$ cat src/rtl/sbsm_pkg.sv
// ----------------------------------------------------------------------------
// sbsm_pkg
// Types and constants shared by the serial bank switch mapper.
// ----------------------------------------------------------------------------
package sbsm_pkg;

  localparam logic [1:0] ACT_CPU_READ  = 2'd0;
  localparam logic [1:0] ACT_CPU_WRITE = 2'd1;
  localparam logic [1:0] ACT_PPU_READ  = 2'd2;
  localparam logic [1:0] ACT_PPU_WRITE = 2'd3;

  localparam logic [1:0] TGT_CONTROL  = 2'd0;
  localparam logic [1:0] TGT_CHR_LOW  = 2'd1;
  localparam logic [1:0] TGT_CHR_HIGH = 2'd2;
  localparam logic [1:0] TGT_PRG      = 2'd3;

  localparam logic [1:0] PRG_MODE_FIX_LOW  = 2'd2;
  localparam logic [1:0] PRG_MODE_FIX_HIGH = 2'd3;

  localparam logic [0:0] CFG_PRG_BANK_COUNT = 1'd0;
  localparam logic [0:0] CFG_CHR_BANK_COUNT = 1'd1;

  localparam logic [4:0] CONTROL_RESET   = 5'h1C;
  localparam logic [4:0] PRG_COUNT_RESET = 5'd16;
  localparam logic [2:0] SHIFT_BITS      = 3'd5;

  localparam int CFG_WIDTH = 5;

  typedef struct packed {
    logic [1:0]  action;
    logic [15:0] bus_address;
    logic [7:0]  write_data;
  } req_t;

  typedef struct packed {
    logic        hit;
    logic [17:0] mapped_address;
    logic [1:0]  mirroring;
  } rsp_t;

  typedef struct packed {
    logic [4:0] chr_low;
    logic [4:0] chr_high;
    logic [3:0] prg_low;
    logic [3:0] prg_high;
    logic       chr_ram;
    logic [1:0] mirror_next;
  } bank_t;

endpackage

$ cat src/rtl/sbsm_regs.sv
// ----------------------------------------------------------------------------
// sbsm_regs
// Serial load register, bank select registers and bank windows.
// ----------------------------------------------------------------------------
module sbsm_regs (
  input  logic                           clk,
  input  logic                           rst,
  input  logic                           accept,
  input  sbsm_pkg::req_t                 req,
  input  logic                           cfg_write,
  input  logic [0:0]                     cfg_index,
  input  logic [sbsm_pkg::CFG_WIDTH-1:0] cfg_data,
  output sbsm_pkg::bank_t                banks
);
  import sbsm_pkg::*;

  logic [4:0] prg_bank_count;
  logic [4:0] chr_bank_count;
  logic [4:0] shift_value;
  logic [2:0] shift_count;
  logic [4:0] control_word;
  logic [4:0] chr_select_low;
  logic [4:0] chr_select_high;
  logic [3:0] prg_select;
  logic [4:0] chr_low;
  logic [4:0] chr_high;
  logic [3:0] prg_low;
  logic [3:0] prg_high;
  logic [1:0] mirror_mode;

  logic [4:0] shift_value_next;
  logic [2:0] shift_count_next;
  logic [4:0] control_word_next;
  logic [4:0] chr_select_low_next;
  logic [4:0] chr_select_high_next;
  logic [3:0] prg_select_next;
  logic [4:0] chr_low_next;
  logic [4:0] chr_high_next;
  logic [3:0] prg_low_next;
  logic [3:0] prg_high_next;
  logic [1:0] mirror_mode_next;
  logic [3:0] last_bank;
  logic [3:0] cfg_last_bank;
  logic [4:0] loaded;
  logic [2:0] count_inc;
  logic       serial_write;

  assign last_bank     = 4'(prg_bank_count - 5'd1);
  assign cfg_last_bank = 4'(cfg_data - 5'd1);
  assign serial_write  = accept && (req.action == ACT_CPU_WRITE) && req.bus_address[15];
  assign loaded        = {req.write_data[0], shift_value[4:1]};
  assign count_inc     = shift_count + 3'd1;

  always_comb begin
    shift_value_next     = shift_value;
    shift_count_next     = shift_count;
    control_word_next    = control_word;
    chr_select_low_next  = chr_select_low;
    chr_select_high_next = chr_select_high;
    prg_select_next      = prg_select;
    chr_low_next         = chr_low;
    chr_high_next        = chr_high;
    prg_low_next         = prg_low;
    prg_high_next        = prg_high;
    mirror_mode_next     = mirror_mode;
    if (serial_write) begin
      if (req.write_data[7]) begin
        shift_value_next  = '0;
        shift_count_next  = '0;
        control_word_next = control_word | 5'h0C;
      end else if (count_inc != SHIFT_BITS) begin
        shift_value_next = loaded;
        shift_count_next = count_inc;
      end else begin
        shift_value_next = '0;
        shift_count_next = '0;
        unique case (req.bus_address[14:13])
          TGT_CONTROL: begin
            control_word_next = loaded;
            mirror_mode_next  = loaded[1:0];
          end
          TGT_CHR_LOW:  chr_select_low_next  = loaded;
          TGT_CHR_HIGH: chr_select_high_next = loaded;
          TGT_PRG:      prg_select_next      = loaded[3:0];
          default:      prg_select_next      = prg_select;
        endcase
        if (control_word_next[4]) begin
          chr_low_next  = chr_select_low_next;
          chr_high_next = chr_select_high_next;
        end else begin
          chr_low_next  = {chr_select_low_next[4:1], 1'b0};
          chr_high_next = {chr_select_low_next[4:1], 1'b1};
        end
        unique case (control_word_next[3:2])
          PRG_MODE_FIX_LOW: begin
            prg_low_next  = '0;
            prg_high_next = prg_select_next;
          end
          PRG_MODE_FIX_HIGH: begin
            prg_low_next  = prg_select_next;
            prg_high_next = last_bank;
          end
          default: begin
            prg_low_next  = {prg_select_next[3:1], 1'b0};
            prg_high_next = {prg_select_next[3:1], 1'b1};
          end
        endcase
      end
    end
    if (cfg_write && (cfg_index == CFG_PRG_BANK_COUNT)) begin
      prg_high_next = cfg_last_bank;
    end
  end

  always_ff @(posedge clk) begin
    if (rst) begin
      prg_bank_count  <= PRG_COUNT_RESET;
      chr_bank_count  <= '0;
      shift_value     <= '0;
      shift_count     <= '0;
      control_word    <= CONTROL_RESET;
      chr_select_low  <= '0;
      chr_select_high <= '0;
      prg_select      <= '0;
      chr_low         <= 5'd0;
      chr_high        <= 5'd1;
      prg_low         <= '0;
      prg_high        <= 4'(PRG_COUNT_RESET - 5'd1);
      mirror_mode     <= '0;
    end else begin
      shift_value     <= shift_value_next;
      shift_count     <= shift_count_next;
      control_word    <= control_word_next;
      chr_select_low  <= chr_select_low_next;
      chr_select_high <= chr_select_high_next;
      prg_select      <= prg_select_next;
      chr_low         <= chr_low_next;
      chr_high        <= chr_high_next;
      prg_low         <= prg_low_next;
      prg_high        <= prg_high_next;
      mirror_mode     <= mirror_mode_next;
      if (cfg_write) begin
        unique case (cfg_index)
          CFG_PRG_BANK_COUNT: prg_bank_count <= cfg_data;
          CFG_CHR_BANK_COUNT: chr_bank_count <= cfg_data;
          default:            chr_bank_count <= chr_bank_count;
        endcase
      end
    end
  end

  assign banks.chr_low     = chr_low;
  assign banks.chr_high    = chr_high;
  assign banks.prg_low     = prg_low;
  assign banks.prg_high    = prg_high;
  assign banks.chr_ram     = (chr_bank_count == 5'd0);
  assign banks.mirror_next = mirror_mode_next;

endmodule

$ cat src/rtl/sbsm_xlate.sv
// ----------------------------------------------------------------------------
// sbsm_xlate
// Address translation of one bus access through the current bank windows.
// ----------------------------------------------------------------------------
module sbsm_xlate (
  input  sbsm_pkg::req_t  req,
  input  sbsm_pkg::bank_t banks,
  output sbsm_pkg::rsp_t  rsp
);
  import sbsm_pkg::*;

  logic [4:0] chr_bank;

  assign chr_bank = req.bus_address[12] ? banks.chr_high : banks.chr_low;

  always_comb begin
    rsp.hit            = 1'b0;
    rsp.mapped_address = '0;
    rsp.mirroring      = banks.mirror_next;
    unique case (req.action)
      ACT_CPU_READ: begin
        if (req.bus_address[15]) begin
          rsp.hit            = 1'b1;
          rsp.mapped_address = req.bus_address[14]
                             ? {banks.prg_high, req.bus_address[13:0]}
                             : {banks.prg_low, req.bus_address[13:0]};
        end
      end
      ACT_CPU_WRITE: rsp.hit = 1'b0;
      default: begin
        if (req.bus_address[15:13] == 3'd0) begin
          if (banks.chr_ram) begin
            rsp.hit            = 1'b1;
            rsp.mapped_address = {2'b00, req.bus_address};
          end else if (req.action == ACT_PPU_READ) begin
            rsp.hit            = 1'b1;
            rsp.mapped_address = {1'b0, chr_bank, req.bus_address[11:0]};
          end
        end
      end
    endcase
  end

endmodule

$ cat src/rtl/serial_bank_switch_mapper.sv
// ----------------------------------------------------------------------------
// serial_bank_switch_mapper
// Cartridge bank switcher: serial register writes and CPU/PPU address mapping.
//
//   channel  dir  handshake             payload
//   req      in   req_valid/req_stall   action, bus_address, write_data
//   rsp      out  rsp_valid/rsp_stall   hit, mapped_address, mirroring
//   cfg      in   cfg_write             cfg_index, cfg_data
//
// One request per cycle unless req_stall is high; its response appears in the
// cycle after it is taken, from the single result register. Reset is
// synchronous and clears the mapper to its power-up banks. req_stall rises
// only while a response is held by rsp_stall.
// ----------------------------------------------------------------------------
module serial_bank_switch_mapper (
  input  logic                           clk,
  input  logic                           rst,
  input  logic                           req_valid,
  output logic                           req_stall,
  input  sbsm_pkg::req_t                 req,
  output logic                           rsp_valid,
  input  logic                           rsp_stall,
  output sbsm_pkg::rsp_t                 rsp,
  input  logic                           cfg_write,
  input  logic [0:0]                     cfg_index,
  input  logic [sbsm_pkg::CFG_WIDTH-1:0] cfg_data
);
  import sbsm_pkg::*;

  logic  accept;
  bank_t banks;
  rsp_t  rsp_next;

  assign req_stall = rsp_valid && rsp_stall;
  assign accept    = req_valid && !req_stall;

  sbsm_regs u_regs (
    .clk       (clk),
    .rst       (rst),
    .accept    (accept),
    .req       (req),
    .cfg_write (cfg_write),
    .cfg_index (cfg_index),
    .cfg_data  (cfg_data),
    .banks     (banks)
  );

  sbsm_xlate u_xlate (
    .req   (req),
    .banks (banks),
    .rsp   (rsp_next)
  );

  always_ff @(posedge clk) begin
    if (rst) begin
      rsp_valid <= 1'b0;
    end else if (!req_stall) begin
      rsp_valid <= req_valid;
    end
  end

  always_ff @(posedge clk) begin
    if (accept) begin
      rsp <= rsp_next;
    end
  end

  a_write_no_hit: assert property (@(posedge clk) disable iff (rst)
    (accept && req.action == ACT_CPU_WRITE) |=> (rsp_valid && !rsp.hit))
    else $error("cpu write response claims a hit");

  a_miss_zero: assert property (@(posedge clk) disable iff (rst)
    (rsp_valid && !rsp.hit) |-> (rsp.mapped_address == 18'd0))
    else $error("missed access carries a nonzero address");

  a_stall_held: assert property (@(posedge clk) disable iff (rst)
    req_stall |-> rsp_valid)
    else $error("request stalled with no response pending");

endmodule

$ cat config.mk
export PLATFORM = sky130hd
export DESIGN_NAME = serial_bank_switch_mapper
export DESIGN_NICKNAME = d
export VERILOG_FILES = /design/src/rtl/sbsm_pkg.sv /design/src/rtl/sbsm_regs.sv /design/src/rtl/sbsm_xlate.sv /design/src/rtl/serial_bank_switch_mapper.sv
export SDC_FILE = /design/constraint.sdc
export NUM_CORES = 1
export LEC_CHECK = 0
export BUFFER_PORTS_ARGS = -buffer_cell sky130_fd_sc_hd__buf_4
export CAP_MARGIN = 20
export CORE_MARGIN = 2
export CORE_UTILIZATION = 40
export CTS_CLUSTER_DIAMETER = 50
export DETAILED_ROUTE_END_ITERATION = 7
export REMOVE_ABC_BUFFERS = 1
export SYNTH_ARGS = -nofsm -noshare
export SYNTH_HDL_FRONTEND = slang
export SYNTH_SLANG_ARGS = --single-unit
$ cat constraint.sdc
create_clock -name clk -period 2.1 [get_ports clk]
set_input_delay 0.105 -clock clk [delete_from_list [all_inputs] [get_ports clk]]
set_output_delay 0.105 -clock clk [all_outputs]
set_load 0.01 [all_outputs]
==> PnR_summary.wiki <==
{| class="wikitable"
! Metric !! Value
|-
| Result of the run || complete, no violations
|-
| Number of enable-type register cells in the synthesized netlist || 21
|-
| Detailed Routing Iterations Pass 1 || 6
|-
| Synth Area in Compound Gates || 17.4%
|-
| Leakage dissipation || 1.60 nW
|-
| Fin. Hold Viols || 0
|-
| Part of the Yosys area used for sequential elements || 48.2%
|-
| Std-Cell Core Area || 8220 um^2
|-
| Fraction of layout cells with a size suffix above 1 || 22.5%
|-
| Final setup vio count || 0
|-
| Peak supply drop || 0.255 mV
|-
| Synth Area in Adders || 1.48%
|-
| Tmin final || 1.89 ns
|-
| Rel. slew slack || 57.1%
|-
| Data arrival time of the worst path || 2.11 ns
|-
| Largest net degree at the start of global routing || 49
|-
| Number of diodes added for antenna fixing || 0
|-
| Buf/Inv on CP || 0
|-
| Average routed wire per standard cell || 15.1 um
|-
| Number of global-route vias before repair || 2567
|-
| WHS Path Cells || 3
|-
| H-tree depth || 3
|-
| Resize count post-CTS || 0
|-
| Number of synthesized register bits || 71
|-
| Layout net count || 463
|-
| Signed area change from the synthesized netlist to the final layout || 23.1%
|-
| Req. time, crit path || 2.33 ns
|-
| Global-route wire length before repair || 12.8 mm
|-
| Crit-path max cell delay || 0.38 ns
|-
| Floorplan die width || 96.0 um
|-
| IO Count || 60
|-
| Number of cells produced by synthesis || 366
|-
| Kind of path behind the tightest hold check || input pin to flip-flop
|-
| Post-route core utilization || 50.8%
|-
| Worst min-delay path endpoint || u_regs.chr_bank_count[4]
|-
| # rows || 33
|-
| Peak clock frequency supported by timing || 530 MHz
|-
| Prevailing post-synth register cell || sky130_fd_sc_hd__dfxtp_1
|-
| Library cell with the largest summed area after synthesis || sky130_fd_sc_hd__dfxtp_1
|-
| CTS tree || built
|-
| Aggregate global routing overflow || 0
|-
| Final weighted congestion of routability-driven global placement || 0.809
|-
| Cell area power density || 731 nW/um^2
|-
| Mux share of post-synthesis cell area || 5.17%
|-
| Clk Tree Root Cell || sky130_fd_sc_hd__clkbuf_8
|-
| Number of hold buffers added after CTS || 1
|-
| Final slew viol count || 0
|-
| Worst reg2reg path endpoint || u_regs.prg_high[2]
|-
| CP cell instances || ha_1, xor2_2, nand4_4, and2_1, o41a_1
|-
| Hold path startpoint || cfg_data[4]
|-
| Drt first-iter violations || 133
|-
| CTS Buf Count || 9
|-
| Slack of the worst reg-to-reg path || 0.21 ns
|-
| Launching element type of the critical path || flip-flop
|-
| Number of distinct library cells after synthesis || 58
|-
| Critical Path Sink Type || flip-flop
|-
| Clock-pin slew reported for the worst setup and hold paths after clock tree synthesis || 0.08 ns
|-
| CP max-delay cell || sky130_fd_sc_hd__dfxtp_1
|-
| Via density || 5.23
|-
| WL final || 8.02 mm
|-
| Die Span Y || 96.0 um
|-
| Clock tree sinks || 71
|-
| Buffer depth of the longest clock path || 2
|-
| Startpoint of the most critical register-to-register path || u_regs.shift_count[0]
|-
| Number of DRC violations after detailed routing || 0
|-
| Initial core utilization || 41.2%
|-
| Input/output buffers || 53
|-
| Critical Path Fanout Max || 19
|-
| GRT Overall Usage || 18.2%
|-
| Post-synthesis simple-gate area fraction || 21.0%
|-
| Worst Max-Slew Pin Slew || 0.641 ns
|-
| Main combinational cell family by area after synthesis || simple AND/OR/NAND/NOR gates
|-
| Fill cell total of the finished layout || 810
|-
| Count of cells along the worst register-to-register path || 5
|-
| Clock Skews || 0.0102 ns
|-
| Most area-consuming cells after synthesis || sky130_fd_sc_hd__dfxtp_1 30%, sky130_fd_sc_hd__edfxtp_1 19%, sky130_fd_sc_hd__a21oi_1 6.4%
|-
| Crit-path leading delay family || simple AND/OR/NAND/NOR gates
|-
| Via Count || 2785
|-
| Synthesized-area fraction occupied by xor and xnor cells || 1.51%
|-
| Number of antenna violations at the first check in global routing || 0
|-
| Synthesized cell area || 3390 um^2
|-
| Critical Setup Path Class || flip-flop to flip-flop
|-
| Fraction of registers with async set or reset after synthesis || 0%
|-
| Period Utilization, post-route || 89.8%
|-
| Unrepaired setup endpoints after global routing || false
|-
| Clk_lat worst skew || 0.34 ns
|-
| Syn Area/Cell || 9.26 um^2
|-
| Sum Neg Setup Slack || 0 ns
|-
| Setup repair bufs after CTS || 0
|-
| Final antenna-violating net count || 0
|-
| Count of max-cap constraint violations || 0
|-
| Post-synth top area share || 29.5%
|-
| Die Area || 9220 um^2
|-
| Yosys synthesis warning count || 0
|-
| Detailed placer's ending HPWL || 5.79 mm
|}
## registers in the layout, summed over array words and instances (netlist names), 4 cells and up
| register | cells |
|---|---|
| u_regs.prg_bank_count | 4 |
| u_regs.shift_value | 4 |
| u_regs.chr_high | 5 |
| rsp | 21 |
| u_regs.chr_bank_count | 5 |
| u_regs.prg_high | 4 |
| u_regs.prg_select | 4 |
| u_regs.prg_low | 4 |
| u_regs.chr_select_high | 5 |
| u_regs.chr_low | 5 |
## report_power, final
part | switching, W | internal [W] | total, W
clock network | 0.000542 | 0.000745 | 0.00129
logic | 0.000159 | 0.000134 | 0.000294
registers | 0.0000171 | 0.00145 | 0.00147
total | 0.000718 | 0.00233 | 0.00305
## metrics by stage
| step | instances | hold slack (ns) | cell area [um^2] | total power, W | setup WS [ns] |
|---|---|---|---|---|---|
| CTS | 531 | 0.00824 | 4160 | 0.00307 | 0.195 |
| global placement | 514 | 0.324 | 3910 | 0.00179 | 0.257 |
| detailed placement | 514 | 0.333 | 3910 | 0.00179 | 0.227 |
| global route | 532 | 0.0278 | 4170 | 0.00316 | 0.0531 |
| finish | 532 | 0.0218 | 4170 | 0.00305 | 0.214 |
| floorplan | 341 | 0.174 | 3260 | 0.00163 | -0.248 |
## final cells by class
type                    instances  area (um^2)  share of cell area [%]
flip-flops and latches         71         1630                    39.1
well taps                     105          131                    3.15
multi-input cells             257         1580                    37.9
clock inverters                 6         90.1                    2.16
repair buffers                 70          541                    13.0
clock buffers                  10          149                    3.57
inverters                      13         48.8                    1.17
## how the worst max path moves through the flow
stage / startpoint / endpoint / slack (ns) / cells after the start
after floorplan: rsp_valid / u_regs.prg_high[2] / -0.25 / 4
after global placement: u_regs.shift_count[0] / u_regs.prg_high[2] / 0.26 / 5
after detailed placement: u_regs.shift_count[0] / u_regs.prg_high[2] / 0.23 / 5
after CTS: u_regs.shift_count[0] / u_regs.prg_high[2] / 0.19 / 5
after global routing: u_regs.shift_count[0] / u_regs.prg_high[2] / 0.05 / 5
final: u_regs.shift_count[0] / u_regs.prg_high[2] / 0.21 / 5
## routing by layer
| metal | up-vias | share of wire, % | global-route usage [%] |
|---|---|---|---|
| li1 | 1419 | - | - |
| met1 | 1278 | 49 | 26.5 |
| met2 | 79 | 44 | 27.2 |
| met3 | 9 | 5.3 | 2.66 |
| met4 | 0 | 1.1 | 7.14 |
| met5 | - | 0 | 0 |
## cell families after synthesis
group,count (synthesis)
simple gates,135
mux,17
compound gates,96
fa+ha+maj,4
flops,71
xor+xnor,5
buf+inv,38
## layout by cell type (no fill, tap or decap), types with 2 or more instances in the layout
| cell | synthesis | routed |
|---|---|---|
| sky130_fd_sc_hd__buf_4 | 3 | 68 |
| sky130_fd_sc_hd__or3_1 | 5 | 5 |
| sky130_fd_sc_hd__a211oi_1 | 5 | 5 |
| sky130_fd_sc_hd__o22ai_1 | 3 | 3 |
| sky130_fd_sc_hd__a211o_1 | 3 | 3 |
| sky130_fd_sc_hd__a221o_1 | 2 | 2 |
| sky130_fd_sc_hd__and2_1 | 5 | 5 |
| sky130_fd_sc_hd__o21ai_1 | 8 | 8 |
| sky130_fd_sc_hd__xnor2_1 | 3 | 3 |
| sky130_fd_sc_hd__o31ai_1 | 2 | 2 |
| sky130_fd_sc_hd__o21ai_0 | 9 | 9 |
| sky130_fd_sc_hd__nor2b_1 | 16 | 16 |
| sky130_fd_sc_hd__edfxtp_1 | 21 | 21 |
| sky130_fd_sc_hd__mux2_2 | 4 | 4 |
| sky130_fd_sc_hd__nor2_1 | 18 | 18 |
| sky130_fd_sc_hd__ha_1 | 4 | 4 |
| sky130_fd_sc_hd__nand3b_1 | 5 | 5 |
| sky130_fd_sc_hd__dfxtp_1 | 50 | 50 |
| sky130_fd_sc_hd__mux2i_1 | 13 | 13 |
| sky130_fd_sc_hd__o221ai_1 | 3 | 3 |
| sky130_fd_sc_hd__a21oi_1 | 43 | 43 |
| sky130_fd_sc_hd__nand3_1 | 19 | 19 |
| sky130_fd_sc_hd__nor3_1 | 2 | 2 |
| sky130_fd_sc_hd__a31oi_1 | 3 | 3 |
| sky130_fd_sc_hd__nand2_1 | 45 | 45 |
| sky130_fd_sc_hd__clkbuf_8 | 0 | 9 |
| sky130_fd_sc_hd__nand2b_1 | 4 | 4 |
| sky130_fd_sc_hd__inv_1 | 12 | 12 |
| sky130_fd_sc_hd__o211ai_1 | 5 | 5 |
| sky130_fd_sc_hd__bufinv_16 | 0 | 2 |
| sky130_fd_sc_hd__nor4_1 | 3 | 3 |
| sky130_fd_sc_hd__a32oi_1 | 2 | 2 |
## synthesized netlist by cell type (all sizes together) (3+ instances only)
master,number
mux2i,13
a211o,3
mux2,4
nor2,19
o21ai,17
o221ai,3
ha,4
dfxtp,50
a21boi,3
a31oi,3
clkbuf,11
nor2b,16
xnor2,3
o22ai,3
buf,14
or3,5
nand2b,4
nand3,19
inv,13
nand3b,5
nand2,46
a21oi,43
a211oi,5
edfxtp,21
o211ai,5
and2,5
nor4,3
## worst min-delay path, stage by stage
cell                      delay, ns
sky130_fd_sc_hd__buf_4         0.11
sky130_fd_sc_hd__nand3_1       0.06
sky130_fd_sc_hd__a21oi_1       0.05
Note: power is estimated with default switching activity, not from simulation.
